===== src/rtl/core/mcod_pkg.sv =====
`timescale 1ns / 1ps
// ----------------------------------------------------------------------------
// mcod_pkg
// Shared types and constants of the matrix-chain order unit: item and result
// structs, ring control, sequencer states and field codes.
// ----------------------------------------------------------------------------
package mcod_pkg;

	localparam int COST_W   = 40;
	localparam int SPLIT_W  = 4;
	localparam int DIM_IN_W = 12;
	localparam int IDX_IN_W = 5;

	localparam logic [COST_W-1:0] COST_MAX = '1;

	// item modes and result kinds
	localparam logic MODE_LOAD  = 1'b0;
	localparam logic MODE_QUERY = 1'b1;
	localparam logic KIND_COST  = 1'b0;
	localparam logic KIND_SPLIT = 1'b1;

	typedef struct packed {
		logic                mode;
		logic [DIM_IN_W-1:0] dimension;
		logic                last;
		logic [IDX_IN_W-1:0] row;
		logic [IDX_IN_W-1:0] col;
	} item_t;

	typedef struct packed {
		logic               kind;
		logic [COST_W-1:0]  min_cost;
		logic [SPLIT_W-1:0] split;
		logic               error;
	} result_t;

	typedef struct packed {
		logic rotate;
		logic load;
	} ring_ctrl_t;

	typedef enum logic [2:0] {
		S_IDLE,
		S_SEEK_J,
		S_SEEK_A,
		S_RUN,
		S_DRAIN,
		S_WRITE,
		S_HOME,
		S_QUERY
	} state_t;

endpackage


===== src/rtl/core/mcod_dim_cell.sv =====
`timescale 1ns / 1ps
// ----------------------------------------------------------------------------
// mcod_dim_cell
// One slot of the dimension ring: holds one dimension, loads it from the
// item bus when selected and takes its neighbor's value on rotation.
// ----------------------------------------------------------------------------
module mcod_dim_cell #(
	parameter int DW = 12
) (
	input  logic                  clk,
	input  mcod_pkg::ring_ctrl_t  ctrl,
	input  logic                  sel,
	input  logic [DW-1:0]         load_val,
	input  logic [DW-1:0]         nbr_val,
	output logic [DW-1:0]         val
);

	logic [DW-1:0] val_q;

	// load wins over rotation
	always_ff @(posedge clk) begin
		if (ctrl.load && sel) begin
			val_q <= load_val;
		end else if (ctrl.rotate) begin
			val_q <= nbr_val;
		end
	end

	assign val = val_q;

endmodule


===== src/rtl/core/mcod_dim_ring.sv =====
`timescale 1ns / 1ps
// ----------------------------------------------------------------------------
// mcod_dim_ring
// Ring of dimension cells. Each rotation moves every value one slot toward
// cell 0, whose value is the single read tap of the ring.
// ----------------------------------------------------------------------------
module mcod_dim_ring #(
	parameter int SLOTS = 17,
	parameter int DW    = 12,
	parameter int IW    = 5
) (
	input  logic                  clk,
	input  mcod_pkg::ring_ctrl_t  ctrl,
	input  logic [IW-1:0]         load_idx,
	input  logic [DW-1:0]         load_val,
	output logic [DW-1:0]         head
);

	logic [DW-1:0] cell_val [SLOTS];

	// cells wired in a closed loop
	for (genvar m = 0; m < SLOTS; m++) begin : g_cell
		mcod_dim_cell #(
			.DW(DW)
		) u_cell (
			.clk      (clk),
			.ctrl     (ctrl),
			.sel      (load_idx == IW'(m)),
			.load_val (load_val),
			.nbr_val  (cell_val[(m + 1) % SLOTS]),
			.val      (cell_val[m])
		);
	end

	assign head = cell_val[0];

endmodule


===== config.mk =====
export PLATFORM = sky130hd
export DESIGN_NAME = mcod_dim_ring
export DESIGN_NICKNAME = d
export VERILOG_FILES = /design/src/rtl/core/mcod_pkg.sv /design/src/rtl/core/mcod_dim_cell.sv /design/src/rtl/core/mcod_dim_ring.sv
export SDC_FILE = /design/constraint.sdc
export NUM_CORES = 1
export LEC_CHECK = 0
export ABC_AREA = 0
export BUFFER_PORTS_ARGS = -buffer_cell sky130_fd_sc_hd__buf_2
export CORE_AREA = 10 10 167 169
export CTS_BUF_LIST = sky130_fd_sc_hd__clkbuf_16
export DETAILED_ROUTE_END_ITERATION = 10
export DIE_AREA = 0 0 177 179
export PLACE_DENSITY = 0.58
export SYNTH_ARGS = -nofsm -noshare
export SYNTH_HDL_FRONTEND = slang
export SYNTH_SLANG_ARGS = --single-unit

===== constraint.sdc =====
create_clock -name clk -period 2.1 [get_ports clk]
set_input_delay 0.315 -clock clk [delete_from_list [all_inputs] [get_ports clk]]
set_output_delay 0.315 -clock clk [all_outputs]
set_load 0.1 [all_outputs]

**After elaboration in Yosys (flattened, before gate mapping)**

Cells that the tools add are included.

- Input port bits: 20
- Register bits: 204
- Output and inout bits: 12
- ROM bits: 0
- Logic and storage cells: 102
- Latch bits: 0
- Bits in writable memories: 0
- Memories: 0

- Div/mod/pow operators: 0
- Equality and inequality tests: 16
- Shifts and indexed selects: 0
- Bitwise gates (word level): 0
- Magnitude comparators: 0
- Multiplexer cells: 34
- Add/subtract/negate cells: 0
- Reduce and logical (&&, ||, !) cells: 35
- Multipliers: 0

Operators by type and width:

| cell | number |
|---|---|
| 12-bit 2-to-1 mux | 34 |
| 5-bit by 4-bit equality test with 1-bit output (second input constant) | 8 |
| 2-bit nonzero test | 17 |
| 5-bit by 3-bit equality test with 1-bit output (second input constant) | 4 |
| 1-bit logical AND | 17 |
| 5-bit by 2-bit equality test with 1-bit output (second input constant) | 2 |
| 5-bit by 1-bit equality test with 1-bit output (second input constant) | 1 |
| 5-bit equality test (second input constant) | 1 |
| 5-bit logical NOT | 1 |

**Longest topological paths before layout**

- Word-level depth: 3
- Depth in mapped cells: 5
- Depth with buffers taken out: 3

**Hierarchy**

From an unflattened synthesis, not the netlist that was laid out.

- Cell total of the unflattened synthesis: 485
- Area, all modules: 9590.4 sq um

Modules (own cells, without submodules):

| module | sequential area each (sq um) | times used | area each (sq um) | cells each |
|---|---|---|---|---|
| mcod_dim_cell | 360.3 | 17 | 553.0 | 27 |
| mcod_dim_ring | 0.0 | 1 | 188.9 | 26 |

**Worst setup path before layout**

No wires, ideal clock.

- Path type: in2reg
- Start: in load_idx[4]
- End: reg g_cell[3].u_cell.val_q[0], enable pin
- Setup slack: 0.288 ns
- Setup time: 0.359 ns
- Arrival: 1.453 ns
- Stages on the path: 5
- Required time: 1.741 ns
- Path buffers: 2
- Path through: nand4b_2 > or3_1 > buf_2 > buf_6 > nand2b_1

- Cells in the longest elaborated chain, start to end: 3

Ends and longest elaborated chain:

| what | line | source |
|---|---|---|
| start: declaration | mcod_dim_ring.sv:14 | `input logic [IW-1:0] load_idx,` |
| 5-bit by 2-bit equality test with 1-bit output | mcod_dim_ring.sv:28 | `.sel (load_idx == IW'(m)),` |
| 1-bit logical AND | mcod_dim_cell.sv:22 | `if (ctrl.load && sel) begin` |
| 2-bit nonzero test (no source line) | - |  |
| end signal: assignment | mcod_dim_cell.sv:23 | `val_q <= load_val;` |
| end signal: assignment | mcod_dim_cell.sv:25 | `val_q <= nbr_val;` |
| end: declaration | mcod_dim_cell.sv:18 | `logic [DW-1:0] val_q;` |

No other way between the ends.
A chain may end at the register's enable or synchronous reset.

**Worst setup path after layout**

- Start: in load_idx[1]
- End: reg g_cell[8].u_cell.val_q[6], enable pin

- Cells in the longest elaborated chain, start to end: 3

Ends and longest elaborated chain:

| what | line |
|---|---|
| 5-bit by 4-bit equality test with 1-bit output | mcod_dim_ring.sv:28 |
| 1-bit logical AND | mcod_dim_cell.sv:22 |
| 2-bit nonzero test (no source line) | - |
| end signal: assignment | mcod_dim_cell.sv:23 |
| end signal: assignment | mcod_dim_cell.sv:25 |
| end: declaration | mcod_dim_cell.sv:18 |

No other way between the ends.

==> metrics.txt <==
share of layout cells above drive strength 1 about 52%; CP delay by family, top simple AND/OR/NAND/NOR gates; # H-tree levels 1; synth warn 0; Layout area overhead 15.00%; fin. max-slew vios 0; Crit path buffers/inverters 2; Pre-antenna DRT Iters 4; CTS max path bufs 3; worst relative slew slack about 58%; # setup viols final 0; Worst Setup Start Kind input port; area occupied by multi-input gates ~0.0026 sq mm; Placed Cells 841; Finished Layout Cells slightly below 900; Crit path arrival time 1970 ps; critical path fanouts, max 13; Tcrit/Tclk final between 80% and 90%; Power Dens Cells between 900 and 1000 mW/mm^2; Worst path slowest cell nor4b_2; top-area cell type share of the netlist area between 60% and 70%; final worst setup slack between 300 and 400 ps; GR Layer Usage met2 between 15 and 20%; Remaining DRCs 0; IO Pins 32; Clock Sinks 204; largest net degree at the start of global routing 18; M1 GR Usage around 16%; Core Area 0.02475 sq mm; Distinct cells, synth 20; Mapped Area ~0.009 sq mm; Initial Util between 30% and 40%; DR WL/cell roughly 21 microns; Hold Buf Count CTS 0; routed via count 4346; Max VDD drop between 500 and 600 uV; max reg flops roughly 200; Post-Route WL between 15000 and 20000 microns; worst-margin pin slew a little over 600 ps; P_leak between 3 and 4 nW; clk root buf clkbuf_16; GPL Wtd Cong a little over 0.7; sequential-to-total area share from yosys stat between 60% and 70%; CTS tree done; CTS clock-pin slew for the worst setup and hold paths roughly 60 ps; Power Total around 9.7 mW; fmax between 0.5 and 0.6 GHz; Setup WS pre-CTS -227.0 ps; DR vias/cell 4.944; area leader, netlist edfxtp_1; Area contributors post-synth edfxtp_1, mux2_2, mux2_1; min cycle time layout between 1500 and 2000 ps; die area 0.03168 sq mm; I/O Buffers 31; commonest cells after routing, fill and taps aside edfxtp_1, mux2_2, buf_2; final-layout fill cell count roughly 2.2k; vias in the first global route 4729; row count 58; critical path class input port to flip-flop; first-pass GRT wire length between 20000 and 30000 microns; initial antenna violation count 0; worst skew pair latency 500 ps; #FFs+latches synth 204; register area 0.006126 sq mm; Routed Antenna Nets 0; CTS buffer count 23; max_cap viols 0; chip height between 150 and 200 microns; crit end category flip-flop; post-CTS sizing 0; Layout Skew between 6 and 7 ps; final hold violation count 0; met3 Resource Use GR under 10%; status completed; Mean Syn Cell Area about 18 sq um; All-Layer GR Usage between 10% and 20%; most common cell after layout, fill and taps aside edfxtp_1; initial detailed-routing violation count around 250; Post-CTS Repair Setup Buffers 0; synthesized netlist net count a little over 500; RSZ-0062 raised after global routing no; Min-Delay Path Class input port to flip-flop; HPWL Detailed 11610 microns; Congestion Overflow GR 0; max incr delay on CP approximately 600 ps; crit-path cells buf_2, nor4b_2, nand2_1, nand2b_1, buf_4; CP required 2300 ps; Die W between 150 and 200 microns; Mapped Cells around 500; Layout Nets 556; GR peak layer met2
==> synthesized netlist by cell type, drive strengths merged <==
library cell  instances
edfxtp              204
mux2                204
buf                  32
clkbuf               14
nand2                11
nand2b               11
or2                   6
and3                  3
nor2b                 3
and4bb                2
nor2                  2
nand4b                1
nor3b                 1
nor4b                 1
nor4bb                1
or3                   1
==> cell type report <==
| type | instances | share of cell area, % |
|---|---|---|
| antenna | 1 | 0.02420 |
| clock buffer | 23 | 5.567 |
| clock inverter | 14 | 1.852 |
| multi-input combinational | 247 | 25.22 |
| sequential | 204 | 59.25 |
| tap | 330 | 3.994 |
| timing repair buffer | 60 | 4.091 |
==> cell families after synthesis <==
family / after synthesis / synth area share, %
DFF: 204 / 68.14
muxes: 204 / 25.93
and+or+nand+nor: 43 / 3.076
buffers and inverters: 46 / 2.853
==> where the power goes <==
part	internal [mW]	switching, mW
registers	4.80	0.0886
clock network	2.58	1.53
logic	0.261	0.392
==> routing by layer <==
metal,share of wire (%),up-vias
met5,0,-
met4,1.9,0
met3,4.1,28
met2,49,87
met1,45,2240
li1,-,1991
==> metrics by stage <==
| step | utilization (%) | hold slack [ps] | setup TNS [ps] | area (sq um) |
|---|---|---|---|---|
| finish | 41.78 | 404.7 | 0 | 10340 |
| global route | 41.77 | 426.7 | 0 | 10340 |
| CTS | 41.77 | 398.1 | 0 | 10340 |
| detailed placement | 38.67 | 511.4 | -13370 | 9569 |
| global placement | 38.67 | 519.5 | -9780 | 9569 |
| floorplan | - | 501.3 | 0 | 8990 |
==> final timing paths <==
path	depth (start not counted)	slack, ps	endpoint	startpoint
min	2	400	g_cell[14].u_cell.val[7]$_DFFE_PP_	load_val[7]
min reg2reg	1	540	g_cell[14].u_cell.val[2]$_DFFE_PP_	g_cell[15].u_cell.val[2]$_DFFE_PP_
max reg2reg	1	1090	g_cell[16].u_cell.val[11]$_DFFE_PP_	g_cell[0].u_cell.val[11]$_DFFE_PP_
max	5	330	g_cell[8].u_cell.val[6]$_DFFE_PP_	load_idx[1]
(Power assumes the default switching activity.)
